`src/rtl/modinv_pkg.sv`:
```
// Shared type for the modular inverse unit.
package modinv_pkg;

   // Sign of the current Bezout coefficient; magnitudes are kept unsigned.
   typedef enum logic {
      SIGN_NEG = 1'b0,
      SIGN_POS = 1'b1
   } sign_type;

endpackage

```
`src/rtl/modular_inverse_unit_core.sv`:
```
// Modular inverse unit: extended Euclid over a bit-serial shared divider.
//
// Usage: drive req_modulus and req_operand and raise start while busy is low;
// the item is taken at that clock edge and busy stays high until the result.
// The result appears on rsp_inverse / rsp_exists for exactly one cycle,
// marked by rsp_valid, in the same cycle busy drops; it cannot be held off, so
// capture it then. rsp_inverse is the inverse in 1..modulus-1 with
// rsp_exists set, or 0 with rsp_exists clear when modulus and operand share a
// factor (operand 0 included) or the modulus is below two. An operand above
// the modulus is fine; the first Euclid step swaps it with the modulus and the
// second reduces it. Every Euclid step goes through one restoring divider that
// makes one quotient bit per cycle, and the same cycle folds that bit into the
// coefficient product (shift-add); a step passes through the check, divide and
// update states. A modulus below two answers in the cycle after accept and
// never raises busy.
module modular_inverse_unit_core #(
   parameter int WIDTH = 32
) (
   input  logic             clock,
   input  logic             reset,
   input  logic             start,
   output logic             busy,
   input  logic [WIDTH-1:0] req_modulus,
   input  logic [WIDTH-1:0] req_operand,
   output logic             rsp_valid,
   output logic [WIDTH-1:0] rsp_inverse,
   output logic             rsp_exists
);

   localparam int CNT_W = $clog2(WIDTH);

   typedef enum logic [2:0] {
      ST_IDLE,
      ST_CHECK,    // test remainder for 0 or 1, else start a division
      ST_DIVIDE,   // one quotient bit per cycle
      ST_UPDATE,   // rotate remainders and coefficients
      ST_REDUCE,   // fold coefficient into 0..modulus-1
      ST_REPLY     // apply sign, issue result
   } state_type;

   state_type             state_ff, state_in;
   logic [WIDTH-1:0]      mod_ff, mod_in;
   logic [WIDTH-1:0]      r0_ff, r0_in;       // dividend remainder
   logic [WIDTH-1:0]      r1_ff, r1_in;       // divisor remainder
   logic [WIDTH-1:0]      pm_ff, pm_in;       // previous coefficient magnitude
   logic [WIDTH-1:0]      cm_ff, cm_in;       // current coefficient magnitude
   modinv_pkg::sign_type  sign_ff, sign_in;
   logic [WIDTH-1:0]      rem_ff, rem_in;     // partial remainder of divider
   logic [WIDTH-1:0]      dvd_ff, dvd_in;     // dividend bits, shifted out MSB first
   logic [WIDTH-1:0]      acc_ff, acc_in;     // running q*cm
   logic [CNT_W-1:0]      cnt_ff, cnt_in;
   logic                  rsp_valid_ff, rsp_valid_in;
   logic [WIDTH-1:0]      rsp_inverse_ff, rsp_inverse_in;
   logic                  rsp_exists_ff, rsp_exists_in;

   // Divider step: trial subtract of divisor from shifted partial remainder.
   logic [WIDTH:0]        trial;
   logic                  qbit;

   assign trial = {rem_ff, dvd_ff[WIDTH-1]} - {1'b0, r1_ff};
   assign qbit  = ~trial[WIDTH];

   always_comb begin
      state_in       = state_ff;
      mod_in         = mod_ff;
      r0_in          = r0_ff;
      r1_in          = r1_ff;
      pm_in          = pm_ff;
      cm_in          = cm_ff;
      sign_in        = sign_ff;
      rem_in         = rem_ff;
      dvd_in         = dvd_ff;
      acc_in         = acc_ff;
      cnt_in         = cnt_ff;
      rsp_valid_in   = 1'b0;
      rsp_inverse_in = rsp_inverse_ff;
      rsp_exists_in  = rsp_exists_ff;

      case (state_ff)
         ST_IDLE: begin
            if (start) begin
               mod_in  = req_modulus;
               r0_in   = req_modulus;
               r1_in   = req_operand;
               pm_in   = '0;
               cm_in   = WIDTH'(1);
               sign_in = modinv_pkg::SIGN_POS;
               if (req_modulus < WIDTH'(2)) begin
                  // no inverse modulo 0 or 1
                  rsp_valid_in   = 1'b1;
                  rsp_inverse_in = '0;
                  rsp_exists_in  = 1'b0;
               end else begin
                  state_in = ST_CHECK;
               end
            end
         end
         ST_CHECK: begin
            if (r1_ff == '0) begin
               // gcd above one: not coprime
               rsp_valid_in   = 1'b1;
               rsp_inverse_in = '0;
               rsp_exists_in  = 1'b0;
               state_in       = ST_IDLE;
            end else if (r1_ff == WIDTH'(1)) begin
               state_in = ST_REDUCE;
            end else begin
               rem_in   = '0;
               dvd_in   = r0_ff;
               acc_in   = '0;
               cnt_in   = CNT_W'(WIDTH - 1);
               state_in = ST_DIVIDE;
            end
         end
         ST_DIVIDE: begin
            rem_in = qbit ? trial[WIDTH-1:0] : {rem_ff[WIDTH-2:0], dvd_ff[WIDTH-1]};
            dvd_in = {dvd_ff[WIDTH-2:0], 1'b0};
            // Horner form: q*cm built MSB first, never exceeds the final product
            acc_in = {acc_ff[WIDTH-2:0], 1'b0} + (qbit ? cm_ff : '0);
            cnt_in = cnt_ff - CNT_W'(1);
            if (cnt_ff == '0) begin
               state_in = ST_UPDATE;
            end
         end
         ST_UPDATE: begin
            pm_in    = cm_ff;
            cm_in    = acc_ff + pm_ff;
            sign_in  = (sign_ff == modinv_pkg::SIGN_POS) ? modinv_pkg::SIGN_NEG
                                                         : modinv_pkg::SIGN_POS;
            r0_in    = r1_ff;
            r1_in    = rem_ff;
            state_in = ST_CHECK;
         end
         ST_REDUCE: begin
            if (cm_ff >= mod_ff) begin
               cm_in = cm_ff - mod_ff;
            end
            state_in = ST_REPLY;
         end
         ST_REPLY: begin
            if (sign_ff == modinv_pkg::SIGN_NEG && cm_ff != '0) begin
               rsp_inverse_in = mod_ff - cm_ff;
            end else begin
               rsp_inverse_in = cm_ff;
            end
            rsp_exists_in = 1'b1;
            rsp_valid_in  = 1'b1;
            state_in      = ST_IDLE;
         end
         default: begin
            state_in = ST_IDLE;
         end
      endcase
   end

   always_ff @(posedge clock) begin
      if (reset) begin
         state_ff     <= ST_IDLE;
         rsp_valid_ff <= 1'b0;
      end else begin
         state_ff     <= state_in;
         rsp_valid_ff <= rsp_valid_in;
      end
      mod_ff         <= mod_in;
      r0_ff          <= r0_in;
      r1_ff          <= r1_in;
      pm_ff          <= pm_in;
      cm_ff          <= cm_in;
      sign_ff        <= sign_in;
      rem_ff         <= rem_in;
      dvd_ff         <= dvd_in;
      acc_ff         <= acc_in;
      cnt_ff         <= cnt_in;
      rsp_inverse_ff <= rsp_inverse_in;
      rsp_exists_ff  <= rsp_exists_in;
   end

   assign busy        = (state_ff != ST_IDLE);
   assign rsp_valid   = rsp_valid_ff;
   assign rsp_inverse = rsp_inverse_ff;
   assign rsp_exists  = rsp_exists_ff;

   // A result only shows while the unit is idle.
   a_result_idle: assert property (@(posedge clock) disable iff (reset)
      rsp_valid |-> !busy)
      else $error("result strobe while busy");

   // A reported inverse lies in 1..modulus-1.
   a_inverse_range: assert property (@(posedge clock) disable iff (reset)
      (rsp_valid && rsp_exists) |-> (rsp_inverse != '0 && rsp_inverse < mod_ff))
      else $error("inverse out of range");

   // No inverse means a zero value.
   a_none_zero: assert property (@(posedge clock) disable iff (reset)
      (rsp_valid && !rsp_exists) |-> (rsp_inverse == '0))
      else $error("nonzero value without inverse");

   // An accepted item with a modulus of two or more keeps the unit busy.
   a_accept_busy: assert property (@(posedge clock) disable iff (reset)
      (start && !busy && req_modulus >= WIDTH'(2)) |=> (busy && !rsp_valid))
      else $error("accepted item did not start work");

endmodule
```
`config.mk`:
```
export PLATFORM = sky130hd
export DESIGN_NAME = modular_inverse_unit_core
export DESIGN_NICKNAME = d
export VERILOG_FILES = /design/src/rtl/modinv_pkg.sv /design/src/rtl/modular_inverse_unit_core.sv
export SDC_FILE = /design/constraint.sdc
export NUM_CORES = 1
export LEC_CHECK = 0
export BUFFER_PORTS_ARGS = -buffer_cell sky130_fd_sc_hd__buf_2
export CAP_MARGIN = 20
export CORE_ASPECT_RATIO = 0.8
export CORE_UTILIZATION = 28
export CTS_CLUSTER_SIZE = 30
export DETAILED_ROUTE_END_ITERATION = 16
export HOLD_SLACK_MARGIN = 0.03
export PLACE_DENSITY_LB_ADDON = 0.05
export SYNTH_ARGS = -nofsm -noshare
export SYNTH_HDL_FRONTEND = slang
export SYNTH_SLANG_ARGS = --single-unit
```
`constraint.sdc`:
```
create_clock -name clock -period 8.71 [get_ports clock]
set_clock_uncertainty 0.05 [all_clocks]
set_input_delay 1.3065 -clock clock [delete_from_list [all_inputs] [get_ports clock]]
set_output_delay 1.3065 -clock clock [all_outputs]
set_load 0.005 [all_outputs]
```
==> flow_summary.ini, run 1 <==
[placed_design]
port_buffers = 101
dp_hpwl_um = 49700
gp_congestion = 0.865
placed_area_um2 = 21800

[timing]
worstMarginPinSlew_ns = 1.16
timing.final.crit_period_ns = 6.66
setup_tns_ns = 0
maxSlewHeadroom_pct = 21.8
setup_viol_count_final = 0
rsz0062_at_grt = no
maxSlewViolCount = 0
hold_viol_final = 0
clock.fmax_mhz = 150
finalCritPeriodShare_pct = 76.5

[drt]
drc = 0
ant_nets = 0
wl_um = 66200
wl_per_cell_um = 20.7
viasPerCell = 5.03
firstDrtPassIters = 5
routed-via-count = 16123
drt_iter0_drc = 1235

[pwr]
ir_worst_vdd_mv = 0.110
p_leak_uw = 0.00951
power.density_nw_per_um2 = 208

[floorplan]
die_area_um2 = 73600
pin_count = 102
fp-row-count = 87
initial_core_util_pct = 28.6
die_h_um = 243
die_w_um = 303
coreArea_um2 = 71100

[clock_tree]
cts_setup_buffers = 0
cts_tree = yes
clk_latency_ns = 0.57
cts_buffer_depth = 3
cts_resized = 0
ctsHtreeMaxLevel = 2
clock_tree.root_cell = clkbuf_16
clkSlewWorstSetupHoldPaths_ns = 0.06
cts_buffers = 39
cts_hold_buf = 0
cts.sinks = 299

[setup_path]
path_class = register to register
cp_max_fo = 48
cp-end-kind = register
cp_data_required_time_ns = 8.96
crit_path_start_kind = register
worstPathArrival_ns = 6.92

[finish]
layout_commonest_cell = nand2_1
final_cell_mix = nand2_1 (369), edfxtp_1 (295), a21oi_1 (187)
layout-drive-gt1-share_pct = 9.30
area_growth_pct = 13.6
fillers = 7481
n_antenna_cell = 0
fin_nets = 2471
post-route-cell-area_um2 = 23100

[synth]
ys_seq_area_share_pct = 44.0
syn_area_um2 = 20300
synth_seq_cells = 299
synth_edf_count = 295
synth_top_flop_cell = edfxtp_1
syn_inst = 2180
yosys_warnings = 0
synth.avg_cell_area_um2 = 9.31
synth.distinct_cells = 81
syn_nets = 2409
async_flop_share_pct = 0

[global_routing]
overflow = 0
grt_pass1_vias = 16081
track_usage_pct = 18.0
grt_max_degree = 67
antenna_found_initial = 2
grt_pass1_wl_um = 101000

[status]
status = finished clean

[run]
maxCapViolations = 0

[worst_hold_path]
min_path_type = register to register
## report_power, final
part | leakage [uW] | switching, uW | internal, uW
clock network | 0.000623 | 664 | 997
registers | 0.00281 | 83.2 | 1730
logic | 0.00608 | 826 | 490
## synth_stat cells (21+ instances only)
cell	number	area, um^2
a21o_1	77	578
xor2_1	44	385
ha_1	157	1960
xnor2_1	83	727
nor3_1	38	190
nor2_1	185	694
a21oi_1	189	946
nand2_1	369	1390
nand3_1	31	155
clkbuf_1	70	263
nor4_1	26	163
edfxtp_1	295	8860
o22ai_1	26	163
o21bai_1	26	195
o21ai_0	106	531
inv_1	133	499
nor2b_1	21	131
## per-stage QoR
stage          instances  utilization [%]  hold WS, ns  setup WS, ns  total power [uW]
2_1_floorplan       2180                -        0.434          2.38              2790
3_3_place_gp        3134             30.6        0.449          2.27              3170
3_5_place_dp        3134             30.6        0.451          2.17              3160
4_1_cts             3202             32.4        0.464          2.14              4860
5_1_grt             3203             32.4        0.484          1.70              5070
6_report            3203             32.4        0.459          2.05              4790
## worst max-delay path, cell delays in order (launching register included)
cell      delay (ns)
edfxtp_1        0.42
ha_1            0.22
fa_1            0.25
nor2b_1         0.07
o31a_1          0.28
a31oi_1         0.35
a21oi_1         0.20
nor3_4          0.40
mux2i_1         0.31
or2_2           0.39
buf_4           0.57
nor2_1          0.09
ha_1            0.39
a21oi_1         0.23
nor3b_1         0.22
o31a_1          0.17
a31oi_1         0.10
a221o_1         0.42
a31oi_1         0.38
mux2_2          0.38
nor3_1          0.23
xnor2_1         0.14
nor2_1          0.05
## worst paths after layout
path,from,end,slack [ns],cells after the start
max,r1_ff[0],acc_ff[31],2.05,22
min,dvd_ff[8],dvd_ff[9],0.46,2
max reg2reg,r1_ff[0],acc_ff[31],2.05,22
min reg2reg,dvd_ff[8],dvd_ff[9],0.46,2
## sequential cells by signal, summed over array words and instances, names as in the netlist, 3 cells and up
name         count
r1_ff           32
acc_ff          32
state_ff         3
mod_ff          32
dvd_ff          32
r0_ff           32
cm_ff           32
rem_ff          32
pm_ff           32
cnt_ff           5
rsp_inverse     32
## cell type report
class	count	area, um^2	share of cell area, %
Inverter	134	503	2.18
Clock inverter	18	228	0.988
Tap cell	934	1170	5.07
Timing Repair Buffer	118	646	2.80
Multi-Input combinational cell	1650	10500	45.6
Sequential cell	299	8940	38.8
Clock buffer	50	1050	4.55
## layer usage
metal / GRT usage [%] / share of wire, % / wire (um)
met1: 27.0 / 51 / 33800
met2: 26.5 / 42 / 27900
met3: 2.50 / 4.4 / 2940
met4: 5.03 / 2.5 / 1680
met5: 0 / 0 / 0
## kinds of logic after synthesis
kind of cell,Yosys count,share of synthesized area (%)
AOI/OAI and AO/OA,566,18.0
DFF,299,44.0
xor gates and xnor gates,127,5.48
and+or+nand+nor,778,17.0
muxes,17,0.851
buffers and inverters,231,4.42
adders and majority gates,162,10.2
(Power assumes the default switching activity.)
==> inputs of run 2 (changes only) <==
==> constraint.sdc (replaced) <==
create_clock -name clock -period 6.7 [get_ports clock]
set_clock_uncertainty 0.05 [all_clocks]
set_input_delay 1.005 -clock clock [delete_from_list [all_inputs] [get_ports clock]]
set_output_delay 1.005 -clock clock [all_outputs]
set_load 0.005 [all_outputs]
==> run 2 against run 1 <==
- die area did not move
- power increased by 26%
- sequential cell count unchanged
- sequential share of layout area is 0.080 points higher
- routed wire length fell by 0.98%
- critical path depth stayed put
- non-clock buffer count increased by 6
- critical endpoint unchanged
- global-route usage fell by 0.16 points
- largest power group unchanged
==> flow_summary.ini, run 2 (synthesis gave the netlist of run 1 again) <==
[timing]
setup_tns_ns = 0
finalCritPeriodShare_pct = 92.7
worstMarginPinSlew_ns = 1.05
maxSlewViolCount = 0
hold_viol_final = 0
timing.final.crit_period_ns = 6.21
maxSlewHeadroom_pct = 29.4
clock.fmax_mhz = 161
setup_viol_count_final = 0
rsz0062_at_grt = no

[floorplan]
die_area_um2 = 73600
pin_count = 102
die_h_um = 243
fp-row-count = 87
initial_core_util_pct = 28.6
die_w_um = 303
coreArea_um2 = 71100

[finish]
layout_commonest_cell = nand2_1
final_core_util_pct = 32.4
layout-drive-gt1-share_pct = 9.28
final_cell_mix = nand2_1 (369), edfxtp_1 (295), a21oi_1 (187)
fillers = 7479
area_growth_pct = 13.3
fin_nets = 2477

[setup_path]
cpMostUsedCell = a31oi_1
cp_data_required_time_ns = 6.96
reg2reg_from = r1_ff[2]
worst_path_largest_cell_delay_ns = 0.41
r2r-end = acc_ff[31]
rrSetupSlack_ns = 0.49
cp_max_fo = 9
slowest_stage = a221o_1
path_class = register to register
worstPathArrival_ns = 6.47
ff2ff_path_depth = 22
cp-end-kind = register
path_cells = inv_1, ha_1, nor2b_1, o31a_1, a31oi_1, a21oi_1, nor3_4, mux2i_1, or2_4, nor2_1, ha_1, fa_1, a21oi_1, o21ai_0, nand4_1, a31oi_1, a221o_1, a31oi_1, mux2_2, nor3_1, xnor2_1, nor2_1
crit_path_start_kind = register

[global_routing]
grt_pass1_wl_um = 99600
overflow = 0
antenna_found_initial = 1
track_usage_pct = 17.8
grt_max_degree = 65
grt_pass1_vias = 15865

[pwr]
p_switching_uw = 2050
clkPwrFrac_pct = 32.6
p_leak_uw = 0.00949
power.density_nw_per_um2 = 263
internal-power_uw = 4010
p_comb_share_pct = 28.5
p_seq_share_pct = 38.9
swShare_pct = 33.9
ir_worst_vdd_mv = 0.154

[clock_tree]
cts_resized = 0
clk_latency_ns = 0.57
cts_hold_buf = 0
cts.sinks = 299
ctsHtreeMaxLevel = 2
cts_setup_buffers = 0
cts_tree = yes
cts_buffer_depth = 3
cts_buffers = 39
clock_tree.root_cell = clkbuf_16
clkSlewWorstSetupHoldPaths_ns = 0.06

[worst_hold_path]
hold_end = dvd_ff[11]
hold_path_depth = 2
hp-start = dvd_ff[10]
min_path_type = register to register

[drt]
firstDrtPassIters = 5
drc = 0
routed-via-count = 16030
drt_iter0_drc = 1075
ant_nets = 0
wl_um = 65600
wl_per_cell_um = 20.4
viasPerCell = 5.00

[status]
status = finished clean

[placed_design]
gp_congestion = 0.814
dp_hpwl_um = 49600
port_buffers = 101

[run]
maxCapViolations = 0
[run 2: routing by layer]
layer	up-vias	part of all wire (%)	track usage, %
met1	7708	51	26.3
met2	300	43	26.5
met4	0	2.3	4.36
li1	7946	-	-
met5	-	0	0
met3	76	4.2	3.23
[run 2: how the worst max path moves through the flow]
stage | start | end | slack, ns | cells past startpoint
6_report | r1_ff[2] | acc_ff[31] | 0.49 | 22
3_3_place_gp | r1_ff[28] | acc_ff[31] | 0.54 | 21
5_1_grt | dvd_ff[31] | acc_ff[31] | 0.008 | 23
2_1_floorplan | r1_ff[1] | acc_ff[0] | 0.37 | 5
4_1_cts | r1_ff[2] | acc_ff[31] | 0.38 | 22
3_5_place_dp | r1_ff[2] | acc_ff[31] | 0.40 | 22
[run 2: through the flow]
step / hold WS (ns) / worst slack [ns] / area [um^2] / power [uW] / std cells
after floorplan: 0.434 / 0.372 / 20300 / 3620 / 2180
after global placement: 0.444 / 0.538 / 21800 / 4130 / 3138
after detailed placement: 0.445 / 0.402 / 21800 / 4120 / 3138
after CTS: 0.463 / 0.380 / 22900 / 6150 / 3205
after global routing: 0.474 / 0.00826 / 23000 / 6430 / 3208
final: 0.459 / 0.486 / 23000 / 6060 / 3209
[run 2: power groups by stage]
| stage | Sequential [uW] | Clock [uW] | Combinational, uW |
|---|---|---|---|
| floorplan | 2360 | 0 | 1270 |
| global placement | 2400 | 0 | 1730 |
| detailed placement | 2400 | 0 | 1710 |
| CTS | 2370 | 2060 | 1730 |
| global route | 2380 | 2130 | 1930 |
| finish | 2360 | 1980 | 1720 |
[run 2: worst max-delay path, delay by kind of cell, from the launching register on]
| family | cells | cell delay, ns |
|---|---|---|
| flops | 1 | 0.39 |
| compound gates | 8 | 2.26 |
| simple gates | 7 | 1.38 |
| buf+inv | 1 | 0.12 |
| mux | 2 | 0.70 |
| fa+ha+maj | 3 | 0.89 |
| xor+xnor | 1 | 0.15 |
[run 2: cell type report]
cell class	instances	area, um^2	share of cell area [%]
multi-input cells	1650	10500	45.7
flip-flops and latches	299	8940	38.9
repair buffers	124	708	3.08
well taps	934	1170	5.08
clock inverters	18	148	0.642
inverters	134	503	2.19
clock buffers	49	1010	4.41
diodes	1	2.50	0.0109
==> inputs of run 3 (changes only) <==
==> constraint.sdc (replaced) <==
create_clock -name clock -period 6.28 [get_ports clock]
set_clock_uncertainty 0.05 [all_clocks]
set_input_delay 0.942 -clock clock [delete_from_list [all_inputs] [get_ports clock]]
set_output_delay 0.942 -clock clock [all_outputs]
set_load 0.005 [all_outputs]
==> run 3 against run 2 <==
- sequential cell count did not move
- global-route usage barely moved
- clock power rose by 9%
- combinational power rose by 8%
- first-iteration DRC count rose by 3.4%
- power rose by 7.7%
- die area did not move
- critical path depth fell by 2
- count of clock-buffer cells in the layout fell by 2
- critical endpoint is now acc_ff[28]
- largest power group unchanged
==> flow_summary.ini, run 3 (synthesis gave the netlist of run 1 again) <==
[status]
status = finished clean

[floorplan]
coreArea_um2 = 71100
die_w_um = 303
die_h_um = 243
initial_core_util_pct = 28.6
fp-row-count = 87
pin_count = 102
die_area_um2 = 73600

[pwr]
p_leak_uw = 0.00952
power.density_nw_per_um2 = 283
ir_worst_vdd_mv = 0.163

[finish]
fillers = 7480
multiInputGateArea_um2 = 10500
ff_latch_area_um2 = 8940
area_growth_pct = 13.8
final_core_util_pct = 32.5
layout-drive-gt1-share_pct = 9.80
layout_commonest_cell = nand2_1
post-route-cell-area_um2 = 23100
final_cell_mix = nand2_1 (369), edfxtp_1 (295), a21oi_1 (187)
layout.cells.non_filler = 3211
fin_nets = 2478

[timing]
clock.fmax_mhz = 169
maxSlewViolCount = 0
setup_ws_ns = 0.356
rsz0062_at_grt = no
worstMarginPinSlew_ns = 1.16
timing.final.crit_period_ns = 5.92
finalCritPeriodShare_pct = 94.3
whs_ns = 0.459
hold_viol_final = 0
maxSlewHeadroom_pct = 21.9
setup_viol_count_final = 0

[global_routing]
overflow = 0
grt_max_degree = 97
grt_pass1_wl_um = 99800
grt_pass1_vias = 16045
grt.busiest_layer = met1
met2_usage_pct = 26.6
met1_usage_pct = 26.9
grt_util_met3_pct = 2.09
track_usage_pct = 17.8
antenna_found_initial = 3

[clock_tree]
ctsHtreeMaxLevel = 2
clk_latency_ns = 0.57
clock_tree.root_cell = clkbuf_16
cts_buffers = 38
cts_buffer_depth = 3
cts_tree = yes
cts.sinks = 299
clkSlewWorstSetupHoldPaths_ns = 0.07

[placed_design]
place_ws_ns = -0.0300
placed_area_um2 = 21800
dp_hpwl_um = 49400
port_buffers = 101
dp_cells = 3139
gp_congestion = 0.853

[drt]
drc = 0
ant_nets = 0
routed-via-count = 16048
viasPerCell = 5.00
firstDrtPassIters = 5
wl_um = 65600
wl_per_cell_um = 20.4
drt_iter0_drc = 1112

[setup_path]
cp_max_fo = 10
worstPathArrival_ns = 6.14
path_class = register to register
cp_data_required_time_ns = 6.49
cp-end-kind = register
crit_path_start_kind = register

[run]
maxCapViolations = 0

[worst_hold_path]
min_path_type = register to register
[run 3: cell types whose count changed in the layout (fill, tap and decap cells not counted), sizes merged]
| cell | before | now |
|---|---|---|
| clkinvlp | 1 | 2 |
| bufinv | 1 | 2 |
| clkbuf | 49 | 47 |
| buf | 124 | 126 |
[run 3: area by class of cell]
class	count	share of cell area (%)
clock buffer	47	4.36
antenna	1	0.0108
sequential	299	38.7
timing repair buffer	126	3.22
multi-input combinational	1650	45.7
clock inverter	20	0.780
inverter	134	2.18
tap	934	5.06
[run 3: worst paths after layout]
check / from / slack, ns / depth (start not counted) / end
worst max-delay path: r1_ff[28] / 0.36 / 20 / acc_ff[28]
worst min register to register: r0_ff[14] / 0.46 / 2 / dvd_ff[14]
worst max register to register: r1_ff[28] / 0.36 / 20 / acc_ff[28]
worst min-delay path: r0_ff[14] / 0.46 / 2 / dvd_ff[14]
[run 3: metrics by stage]
step | setup TNS, ns | total power [uW]
after floorplan | 0 | 3860
after global placement | 0 | 4400
after detailed placement | -0.0300 | 4400
after CTS | 0 | 6620
after global routing | 0 | 6910
final | 0 | 6530
[run 3: critical path, stage by stage, from the launching register on]
cell and delay, ns:
edfxtp_1 0.39, inv_1 0.08, ha_1 0.43, and3_2 0.27, nand2_1 0.06, o21ai_0 0.32, mux2_2 0.38, a311o_1 0.34
or2_4 0.31, buf_4 0.20, nor2_1 0.11, ha_1 0.30, a21o_1 0.19, a21oi_1 0.14, o21bai_1 0.07, a21o_1 0.21
a2111oi_0 0.93, a211oi_1 0.26, o21ai_0 0.33, xor2_1 0.22, nor2_1 0.06
[run 3: repair_timing]
item / CTS / global route
gates resized for setup: 3 / 4
buffers inserted: 0 / 2
hold buffers: 0 / 0
setup endpoints to repair: 1 / 6
pin swaps: 0 / 1
[run 3: report_power, final]
group | internal (uW) | total [uW] | switching, uW
sequential | 2400 | 2510 | 114
clock | 1230 | 2160 | 936
combinational | 700 | 1850 | 1150
[run 3: layer usage]
metal	up-vias	wire (um)
li1	7942	-
met1	7705	33300
met2	327	28000
met3	74	2740
met4	0	1490
met5	-	0
